[src/rtl/hopfield_pkg.sv]
// Shared types and constants for the Hopfield associative memory.
// No dependencies.
package hopfield_pkg;

    localparam int NEURONS_DEF      = 64;
    localparam int MAX_PATTERNS_DEF = 8;
    localparam int W_W              = 8;
    localparam int FIELD_W          = 11;
    localparam int ACC_W            = 18;

    typedef enum logic [1:0] {
        CMD_SET   = 2'd0,
        CMD_CLEAR = 2'd1,
        CMD_TRAIN = 2'd2,
        CMD_UPD   = 2'd3
    } cmd_t;

    typedef enum logic [3:0] {
        ST_IDLE = 4'b0001,
        ST_RUN  = 4'b0010,
        ST_FIN  = 4'b0100,
        ST_OUT  = 4'b1000
    } state_t;

    typedef struct packed {
        logic clear;
        logic train;
        logic shift;
    } cell_ctl_t;

endpackage

[src/rtl/hopfield_cell.sv]
// One row of the weight store: a circular register of NEURONS weights.
// Depends on hopfield_pkg.
module hopfield_cell #(
    parameter int NEURONS      = hopfield_pkg::NEURONS_DEF,
    parameter int MAX_PATTERNS = hopfield_pkg::MAX_PATTERNS_DEF
) (
    input  logic                          aclk,
    input  logic                          aresetn,
    input  hopfield_pkg::cell_ctl_t       ctl,
    input  logic                          row_bit,
    input  logic                          col_bit,
    input  logic signed [hopfield_pkg::W_W-1:0] acc_in,
    output logic signed [hopfield_pkg::W_W-1:0] acc_out,
    output logic                          sat
);
    import hopfield_pkg::*;

    localparam logic signed [W_W-1:0] WMAX = W_W'(MAX_PATTERNS);
    localparam logic signed [W_W:0]   WLIM = (W_W+1)'(MAX_PATTERNS);

    logic signed [W_W-1:0] w_reg [NEURONS];
    logic signed [W_W-1:0] head, trained;
    logic signed [W_W-1:0] prod;
    logic signed [W_W:0]   sum;

    assign head = w_reg[0];
    assign sum  = {head[W_W-1], head} + ((row_bit == col_bit) ? (W_W+1)'(1) : -(W_W+1)'(1));

    always_comb begin
        trained = sum[W_W-1:0];
        sat     = 1'b0;
        if (sum > WLIM) begin
            trained = WMAX;
            sat     = ctl.train;
        end else if (sum < -WLIM) begin
            trained = -WMAX;
            sat     = ctl.train;
        end
    end

    assign prod    = col_bit ? head : -head;
    assign acc_out = acc_in + prod;

    always_ff @(posedge aclk) begin
        if (!aresetn || ctl.clear) begin
            for (int k = 0; k < NEURONS; k++) w_reg[k] <= '0;
        end else if (ctl.shift) begin
            for (int k = 0; k < NEURONS - 1; k++) w_reg[k] <= w_reg[k+1];
            w_reg[NEURONS-1] <= ctl.train ? trained : head;
        end
    end
endmodule

[config.mk]
export PLATFORM = sky130hd
export DESIGN_NAME = hopfield_cell
export DESIGN_NICKNAME = d
export VERILOG_FILES = /design/src/rtl/hopfield_pkg.sv /design/src/rtl/hopfield_cell.sv
export SDC_FILE = /design/constraint.sdc
export NUM_CORES = 1
export LEC_CHECK = 0
export ABC_AREA = 1
export BUFFER_PORTS_ARGS = -buffer_cell sky130_fd_sc_hd__buf_2
export CAP_MARGIN = 20
export CORE_MARGIN = 1.5
export CORE_UTILIZATION = 40
export DETAILED_ROUTE_END_ITERATION = 10
export PLACE_DENSITY = 0.62
export SETUP_SLACK_MARGIN = 0.5
export SLEW_MARGIN = 20
export SYNTH_ARGS = -nofsm -noshare
export SYNTH_HDL_FRONTEND = slang
export SYNTH_SLANG_ARGS = --single-unit
[constraint.sdc]
create_clock -name aclk -period 10.5 [get_ports aclk]
set_clock_uncertainty 0.05 [all_clocks]
set_input_delay 0.525 -clock aclk [delete_from_list [all_inputs] [get_ports aclk]]
set_output_delay 0.525 -clock aclk [all_outputs]
set_load 0.1 [all_outputs]
Word-level counts from Yosys, hierarchy flattened
Memories as Yosys holds them, arrays and structs flattened.
Index checks and enable logic that the tools add are counted.
{"block": "totals", "regBits": 0, "ramBits": 512, "input_bits": 15, "out_inout_bits": 9, "word_cells": 149, "memories": 1}
{"block": "op_classes", "add_sub_neg": 3, "n_lt_le_gt_ge": 2, "n_eq_ne": 1, "mux": 76, "bitwise_logic": 64, "reduce_logical": 2}
{"name": "w_reg", "depth": 64, "word_bits": 8, "read_ports": 64, "rd_clocked_by_memory_dff": 0, "wr": 64, "line_no": "hopfield_cell.sv:21", "rtl": "logic signed [W_W-1:0] w_reg [NEURONS];"}
{"operator": "two-way mux 8 bit", "n": 68}
{"operator": "OR 1 bit", "n": 64}
{"operator": "adder 9 bit", "n": 1}
{"operator": "> comparator 9 x 5 -> 1 bit, second input constant", "n": 1}
{"operator": "< comparator 9 x 4 -> 1 bit, second input constant", "n": 1}
{"operator": "two-way mux 9 bit", "n": 1}
{"operator": "adder 8 bit", "n": 1}
{"operator": "negator 8 bit", "n": 1}
{"operator": "two-way mux 1 bit", "n": 7}
{"operator": "== test 1 bit", "n": 1}
{"operator": "zero test 1 bit", "n": 1}
{"operator": "logical OR 1 bit", "n": 1}

Depth between registers and ports, before layout
Gate-level depths: netlist of run 1.
{"block": "depth", "depth_word": 8, "mapped_depth": 15, "mapped_depth_nobuf": 15}

Least setup slack after synthesis of run 1
OpenSTA, ideal clock, no wires.
{"block": "synth_path", "path_kind": "input to register", "start": "in aresetn", "end": "mem w_reg[0][0], enable pin", "setup_ps": 667, "arrival_ps": 7107, "t_required_ps": 9783, "slack_ps": 2676, "cell_stages": 5, "path_buffers": 1, "cell_sequence": "inv_1 nor2_1 clkinv_1 clkbuf_1 or2_2"}
{"item": "start, declared", "line_no": "hopfield_cell.sv:8", "rtl": "input logic aresetn,"}
{"item": "end, declared", "line_no": "hopfield_cell.sv:21"}

==> results of run 1 <==
## stage by stage
| stage | std cells | util |
|---|---|---|
| after floorplan | 1759 | - |
| after global placement | 2405 | 0.422 |
| after detailed placement | 2405 | 0.422 |
| after CTS | 2500 | 0.454 |
| after global routing | 2500 | 0.454 |
| final | 2500 | 0.454 |
## metal layers
layer	GRT usage	vias up	share of wire
met5	0	-	0
met4	0.0456	0	0.027
met3	0.0223	43	0.034
met2	0.155	100	0.43
met1	0.163	4944	0.51
li1	-	5392	-
## worst max-delay path by stage
stage                         to         from  depth (start not counted)
floorplan            w_reg[0][0]      aresetn                          5
detailed placement  w_reg[3][51]      aresetn                          6
finish                acc_out[6]  w_reg[0][0]                         11
CTS                   acc_out[6]  w_reg[0][0]                         11
global route          acc_out[6]  w_reg[0][0]                         11
global placement    w_reg[3][59]      aresetn                          6
## area by class of cell
| cell class | instances | area share |
|---|---|---|
| inverters | 536 | 0.0884 |
| clock inverters | 35 | 0.0104 |
| flip-flops and latches | 512 | 0.674 |
| repair buffers | 30 | 0.00839 |
| multi-input cells | 655 | 0.124 |
| clock buffers | 60 | 0.0583 |
| well taps | 672 | 0.0368 |
## cells in the mapped netlist
cell,count,area share
a21oi_1,16,0.0039
a21oi_2,1,0.00043
a31oi_1,2,0.00061
buf_1,3,0.00055
buf_2,9,0.0022
clkbuf_1,44,0.0081
clkinv_1,2,0.00037
edfxtp_1,512,0.75
fa_1,2,0.0020
ha_1,17,0.010
inv_1,532,0.098
inv_2,2,0.00037
nand2_1,49,0.0090
nand2_2,9,0.0028
nand3_1,10,0.0025
nand3b_1,1,0.00037
nand4_1,5,0.0015
nor2_1,516,0.095
nor2_2,2,0.00061
nor3_1,2,0.00049
nor3b_1,1,0.00037
o21ai_0,6,0.0015
o41ai_1,1,0.00043
or2_2,2,0.00061
xnor2_1,4,0.0017
xor2_1,9,0.0039
## cells by family (layout without fill, tap and decap cells)
logic type	after synthesis	after routing
AND/OR/NAND/NOR	597	597
AO/OA/AOI/OAI	26	26
flip-flops	512	512
buffers and inverters	592	661
adder cells (fa/ha/maj)	19	19
XOR/XNOR	13	13
## worst register-to-register path: stages, from the launching register on
cell and delay, ns:
edfxtp_1 0.45, inv_1 0.18, fa_1 0.48, inv_1 0.12, nand3_1 0.11, nand3_1 0.11
nand2_1 0.08, nand2_1 0.10, nor2_2 0.05, nand2_1 0.08, nand2_2 0.08, nand4_1 0.10
a21oi_1 0.07
## report_power, final
group	total (mW)	internal, mW	switching, mW
logic	0.249	0.0550	0.194
registers	2.37	2.34	0.0275
clock network	1.71	0.957	0.750
==> flow_metrics.tcl, run 1 <==
set metrics [dict create \
    outcome "finished clean" \
    num_vias 10479 \
    rsz0062_at_grt "no" \
    synth-compound-area-share 0.00686 \
    slew_headroom 0.274 \
    hold_end "w_reg[3][123]" \
    synthXorXnorAreaFrac 0.00557 \
    chipWidth_um 229 \
    crit_type "reg2out" \
    drt-initial-drc-count 924 \
    multi_input_area_um2 2830 \
    clkLatencyLatePin_ns 0.59 \
    power.density_nw_per_um2 189 \
    hp-start "ctl[1]" \
    slowest_stage "edfxtp_1" \
    min_path_cells 3 \
    slew_viol_final 0 \
    post-place-ws_ns 6.46 \
    numCtsBuffers 51 \
    synth_cell_types 26 \
    min_period_ns 3.94 \
    fin_crit_sh 0.375 \
    crit_family "adder cells" \
    cp.required_ns 9.93 \
    setup_slack_ns 6.56 \
    fillers 4652 \
    path_clk_slew_ns 0.06 \
    layout_commonest_cell "inv_1" \
    hold_viol 0 \
    finalSetupViolCount 0 \
    crit_chain "inv_1, ha_1, nand2_1, o21ai_0, fa_1, a31oi_1, nor2_1, o21ai_0, nand2_1, xor2_1, buf_2" \
    grt_max_degree 203 \
    die_h_um 229 \
    drt-total-wl_um 27800 \
    rrSetupSlack_ns 8.16 \
    p_leak_nw 8.78 \
    final_antenna_net_count 0 \
    grt_pass1_wl_um 48000 \
    final_nets 1820 \
    root_buffer "clkbuf_16" \
    cts_resized 0 \
    syn_area_per_cell_um2 11.6 \
    syn_inst 1759 \
    hp-class "in2reg" \
    syn-num-nets 1793 \
    power.total_mw 4.32 \
    cts_tree "yes" \
    areaGrowthSynthToFinish_pct 11.7 \
    ys_seq_elements 512 \
    core_area_um2 50300 \
    cts.sinks 512 \
    hold_ws_ns 0.333 \
    post_dp_cell_area_um2 21200 \
    top_level_ports 24 \
    final_cell_mix "inv_1, nor2_1, edfxtp_1" \
    first_global_vias 10140 \
    reg2reg_to "w_reg[3][122]" \
    ir_drop_v 0.000128 \
    cts_setup_buffers 0 \
    rows 82 \
    tightest_slew_ns 1.09 \
    gp_congestion 0.762 \
    drc_errors 0 \
    routedWlPerCell_um 11.1 \
    track_usage 0.109 \
    dieArea_um2 52400 \
    yosys.area_share.adder 0.0124 \
    viasPerCell 4.19 \
    h-tree-depth 2 \
    fin_tns_setup_ns 0 \
    drive_gt1_frac 0.0662 \
    crit_fanout 5 \
    clock_path_buffers 3 \
    synthSimpleGateAreaFrac 0.113 \
    synthMuxAreaShare 0 \
    ff2ff_path_depth 12 \
    synth_top_family_by_area "simple AND/OR/NAND/NOR gates" \
    syn_area_um2 20400 \
    num_antenna_cells 0 \
    first_pass_iters 5 \
    fmax_mhz 254 \
    startpoint_type "register" \
    io_buffers 23 \
    yosys_warnings 0 \
    detailed_place_hpwl_um 14100 \
    path_buf_inv 2 \
    cp.arrival_ns 3.36 \
    cts_hold_buffers 0 \
    seq_area_um2 15400 \
    reg2reg_from "w_reg[0][0]" \
    final_area_um2 22800 \
    endpoint_kind "output port" \
    largest_reg_flops 512 \
    max_cap_violations 0 \
    overflow 0 \
    start_util 0.406 \
    synth-seq-area-share 0.753 \
    slowest_delay_ns 0.48 \
    antenna_found_initial 0 \
]
(Power assumes the default switching activity.)
==> run 2, diff against run 1 <==
clock period = 3.7 ns   (was 10.5 ns; I/O delays follow)
==> run 2 against run 1 <==
Compared with the run above: the run now ends with DRC left; worst setup slack worse by 6.1 ns; cell count up 0.44%; combinational power rose to 3.3 times the previous value; critical path type unchanged; largest cell class unchanged; largest power group unchanged.
==> flow_metrics.tcl, run 2 (synthesis gave the netlist of run 1 again) <==
set metrics [dict create \
    layout.cells.non_filler 2511 \
    largest_reg_flops 512 \
    drt-initial-drc-count 979 \
    antenna_found_initial 0 \
    fin_tns_setup_ns 0 \
    grt_pass1_wl_um 50100 \
    post-place-ws_ns 0.620 \
    crit_fanout 4 \
    hold_ws_ns 0.130 \
    gp_congestion 0.862 \
    top_layer "met4" \
    final_antenna_net_count 0 \
    slowest_delay_ns 0.41 \
    crit_type "reg2out" \
    finalSetupViolCount 0 \
    crit_chain "inv_2, ha_4, nor2_2, nor2_2, nand2_2, o21ai_2, ha_1, a21oi_1, nand2_1, a21oi_1, nor2_1, nor2_1, xnor2_2, buf_6" \
    final_nets 1839 \
    endpoint_kind "output port" \
    routedWlPerCell_um 11.4 \
    root_buffer "clkbuf_16" \
    drc_errors 1 \
    rows 82 \
    detailed_place_hpwl_um 14800 \
    met1_length_um 14300 \
    slew_headroom 0.342 \
    track_usage 0.114 \
    tightest_slew_ns 0.987 \
    endpoint "acc_out[5]" \
    hp-class "in2reg" \
    ir_drop_v 0.000405 \
    final_util 0.463 \
    start_util 0.406 \
    core_area_um2 50300 \
    grt_max_degree 240 \
    power.total_mw 12.5 \
    die_h_um 229 \
    fin_crit_sh 0.870 \
    place_inst 2412 \
    power.density_nw_per_um2 537 \
    reg2reg_to "w_reg[3][120]" \
    viasPerCell 4.17 \
    setup_slack_ns 0.479 \
    met3_length_um 1030 \
    clkLatencyLatePin_ns 0.59 \
    slew_viol_final 0 \
    h-tree-depth 2 \
    fmax_mhz 310 \
    dr_wl_met2_um 12700 \
    overflow 0 \
    hold_viol 0 \
    final_cell_mix "inv_1, nor2_1, edfxtp_1" \
    num_antenna_cells 0 \
    cp.required_ns 3.46 \
    ff2ff_path_depth 14 \
    crit_start "w_reg[0][0]" \
    layout_commonest_cell "inv_1" \
    chipWidth_um 229 \
    cp.arrival_ns 2.99 \
    drt-total-wl_um 28700 \
    io_buffers 23 \
    path_clk_slew_ns 0.06 \
    rsz0062_at_grt "yes" \
    numCtsBuffers 52 \
    outcome "complete, but fails checks" \
    drive_gt1_frac 0.0854 \
    areaGrowthSynthToFinish_pct 14.0 \
    min_period_ns 3.22 \
    max_cap_violations 0 \
    cts_tree "yes" \
    fillers 4551 \
    num_vias 10462 \
    first_global_vias 10298 \
    cts.sinks 512 \
    p_leak_nw 8.96 \
    dieArea_um2 52400 \
    post_dp_cell_area_um2 21400 \
    violations "DRC" \
    clock_path_buffers 3 \
    startpoint_type "register" \
    slowest_stage "edfxtp_1" \
    top_level_ports 24 \
    final_area_um2 23300 \
    reg2reg_from "w_reg[0][0]" \
    first_pass_iters 8 \
    rrSetupSlack_ns 1.21 \
]
## run 2: cell types whose count changed in the layout (fill, tap and decap cells not counted), moves of 5 or more
cell	delta
inv_1	-5
buf_12	+11
clkinv_2	-6
buf_4	+10
o21ai_0	-5
## run 2: per-layer routing
layer / global-route usage / vias up
li1: - / 5416
met1: 0.165 / 4873
met2: 0.167 / 115
met3: 0.0242 / 58
met4: 0.0450 / 0
met5: 0 / -
## run 2: repair_timing
action | CTS | global route
setup buffers | 6 | 3
hold buffers | 2 | 0
cloned | 0 | 0
resized for setup | 26 | 18
setup endpoints to repair | 4 | 5
pin swaps | 5 | 10
hold endpoints to repair | 4 | 0
## run 2: worst min-delay path by stage
| stage | cells after the start | slack [ns] | endpoint | start |
|---|---|---|---|---|
| floorplan | 2 | 0.38 | w_reg[3][123] | ctl[1] |
| global placement | 2 | 0.47 | w_reg[0][28] | w_reg[0][36] |
| detailed placement | 2 | 0.48 | w_reg[2][47] | w_reg[2][55] |
| CTS | 5 | 0.08 | w_reg[3][120] | aresetn |
| global route | 5 | 0.11 | w_reg[3][120] | aresetn |
| finish | 5 | 0.13 | w_reg[3][120] | aresetn |
## run 2: area by class of cell
class / instances / area (µm²) / share of cell area
multi-input combinational: 655 / 2970 / 0.128
clock inverter: 27 / 267 / 0.0114
sequential: 512 / 15400 / 0.660
timing repair buffer: 48 / 475 / 0.0204
clock buffer: 61 / 1340 / 0.0573
tap: 672 / 841 / 0.0361
inverter: 536 / 2030 / 0.0871
## run 2: power breakdown
part / total, mW / switching, mW / internal [mW]
Clock: 4.97 / 2.12 / 2.85
Combinational: 0.833 / 0.596 / 0.237
Sequential: 6.71 / 0.0783 / 6.64
Total: 12.5 / 2.79 / 9.72
## run 2: worst max-delay path, delay by kind of cell (launching register included)
family | cells | cell delay, ns
buffers and inverters | 2 | 0.32
adders and majority gates | 2 | 0.53
and+or+nand+nor | 6 | 0.59
xor gates and xnor gates | 1 | 0.14
AOI/OAI and AO/OA | 3 | 0.40
DFF | 1 | 0.41
==> run 3, diff against run 2 <==
REMOVE_ABC_BUFFERS = 1   (was not set)
==> run 3 against run 2 <==
Compared with the run above: the run now ends clean; die area unchanged; register-to-register slack better by 0.19 ns; flip-flop and latch count unchanged; non-clock buffer count unchanged; via count is 0.82% higher; combinational power is 5.3% lower; wire length down 2.0%; worst setup slack improved by 0.043 ns; critical path type unchanged; critical endpoint is now acc_out[6].
==> flow_metrics.tcl, run 3 (synthesis gave the netlist of run 1 again) <==
set metrics [dict create \
    numCtsBuffers 50 \
    detailed_place_hpwl_um 14300 \
    clkLatencyLatePin_ns 0.58 \
    power.switching_mw 2.76 \
    fin_tns_setup_ns 0 \
    first_global_vias 10341 \
    cts_hold_buffers 0 \
    areaGrowthSynthToFinish_pct 13.0 \
    crit_fanout 2 \
    final_cell_mix "inv_1, nor2_1, edfxtp_1" \
    slew_viol_final 0 \
    crit_type "reg2out" \
    drt-initial-drc-count 910 \
    h-tree-depth 2 \
    core_area_um2 50300 \
    reg2reg_from "w_reg[0][1]" \
    pwr-share-comb 0.065 \
    startpoint_type "register" \
    routedWlPerCell_um 11.2 \
    seqPwrFrac 0.553 \
    grt_max_degree 240 \
    min_path_cells 3 \
    rows 82 \
    overflow 0 \
    cp.required_ns 3.46 \
    viasPerCell 4.20 \
    ir_drop_v 0.000392 \
    antenna_found_initial 0 \
    drc_errors 0 \
    fmax_mhz 315 \
    root_buffer "clkbuf_16" \
    die_h_um 229 \
    io_buffers 23 \
    hold_end "w_reg[3][120]" \
    hp-start "ctl[1]" \
    top_level_ports 24 \
    outcome "finished clean" \
    power.total_mw 12.1 \
    internal_power_mw 9.39 \
    fin_crit_sh 0.859 \
    drive_gt1_frac 0.0761 \
    num_antenna_cells 0 \
    largest_reg_flops 512 \
    ff2ff_path_depth 14 \
    final_area_um2 23100 \
    cp.arrival_ns 2.94 \
    clkPwrFrac 0.382 \
    p_leak_nw 8.87 \
    clock_path_buffers 3 \
    endpoint_kind "output port" \
    hp-class "in2reg" \
    max_cap_violations 0 \
    cts_tree "yes" \
    rsz0062_at_grt "yes" \
    reg2reg_to "w_reg[3][121]" \
    start_util 0.406 \
    slew_headroom 0.275 \
    dieArea_um2 52400 \
    rrSetupSlack_ns 1.40 \
    grt_pass1_wl_um 48900 \
    drt-total-wl_um 28200 \
    path_clk_slew_ns 0.07 \
    layout_commonest_cell "inv_1" \
    tightest_slew_ns 1.09 \
    final_nets 1837 \
    finalSetupViolCount 0 \
    gp_congestion 0.836 \
    first_pass_iters 5 \
    hold_ws_ns 0.0367 \
    post_dp_cell_area_um2 21400 \
    cts.sinks 512 \
    switching_share 0.227 \
    power.density_nw_per_um2 526 \
    track_usage 0.109 \
    chipWidth_um 229 \
    hold_viol 0 \
    min_period_ns 3.18 \
    num_vias 10548 \
    final_antenna_net_count 0 \
]
-- run 3: cell count changes in the layout (fill, tap and decap cells not counted), sizes merged --
cell,change
clkbuf,+4
inv,-1
clkinv,-1
dlygate4sd3,-2
bufinv,-4
clkinvlp,+3
buf,+2
-- run 3: what timing repair did --
action                     4_1_cts  5_1_grt
buffers inserted                10        3
pin swaps                        8       10
gates resized for setup         21       11
gates cloned                     0        0
setup endpoints to repair        5        5
-- run 3: power groups by stage --
stage / clock [mW] / sequential (mW) / combinational (mW)
global placement: 0 / 6.83 / 0.713
CTS: 4.79 / 6.71 / 0.772
global route: 5.02 / 6.74 / 0.874
finish: 4.65 / 6.71 / 0.789
floorplan: 0 / 6.86 / 0.580
detailed placement: 0 / 6.83 / 0.727
-- run 3: how the worst max path moves through the flow --
| stage | start | end | cells past startpoint |
|---|---|---|---|
| finish | w_reg[0][0] | acc_out[6] | 13 |
| global route | w_reg[0][0] | acc_out[7] | 11 |
| CTS | w_reg[0][1] | acc_out[7] | 11 |
| detailed placement | w_reg[0][0] | acc_out[7] | 11 |
| global placement | w_reg[0][0] | acc_out[7] | 11 |
| floorplan | aresetn | w_reg[0][0] | 4 |
-- run 3: final cells by class --
type                       count  area (µm²)
clock buffer                  65        1330
multi-input combinational    655        2910
clock inverter                24         161
inverter                     536        2020
timing repair buffer          48         450
tap                          672         841
fill                        4613       27200
sequential                   512       15400
-- run 3: critical path: stages, from the launching register on --
cell and delay (ns):
edfxtp_1 0.41, buf_6 0.14, nor3_4 0.19, nor2_1 0.07, xor2_1 0.15, ha_1 0.32
a21oi_2 0.14, inv_1 0.06, a31oi_2 0.16, nor2_1 0.08, o21ai_1 0.14, nand2_1 0.08
xor2_1 0.19, buf_6 0.25
-- run 3: metal layers --
metal  vias up  track usage  share of wire
li1       5421            -              -
met1      4951        0.158           0.51
met2       117        0.163           0.43
met3        59       0.0227          0.033
met4         0       0.0387          0.025
met5         -            0              0
-- run 3: stage by stage --
stage | setup WS [ns] | util | instances
floorplan | -5.87 | - | 1703
global placement | 0.863 | 0.425 | 2410
detailed placement | 0.719 | 0.425 | 2410
CTS | 0.450 | 0.458 | 2509
global route | 0.374 | 0.459 | 2512
finish | 0.522 | 0.459 | 2512
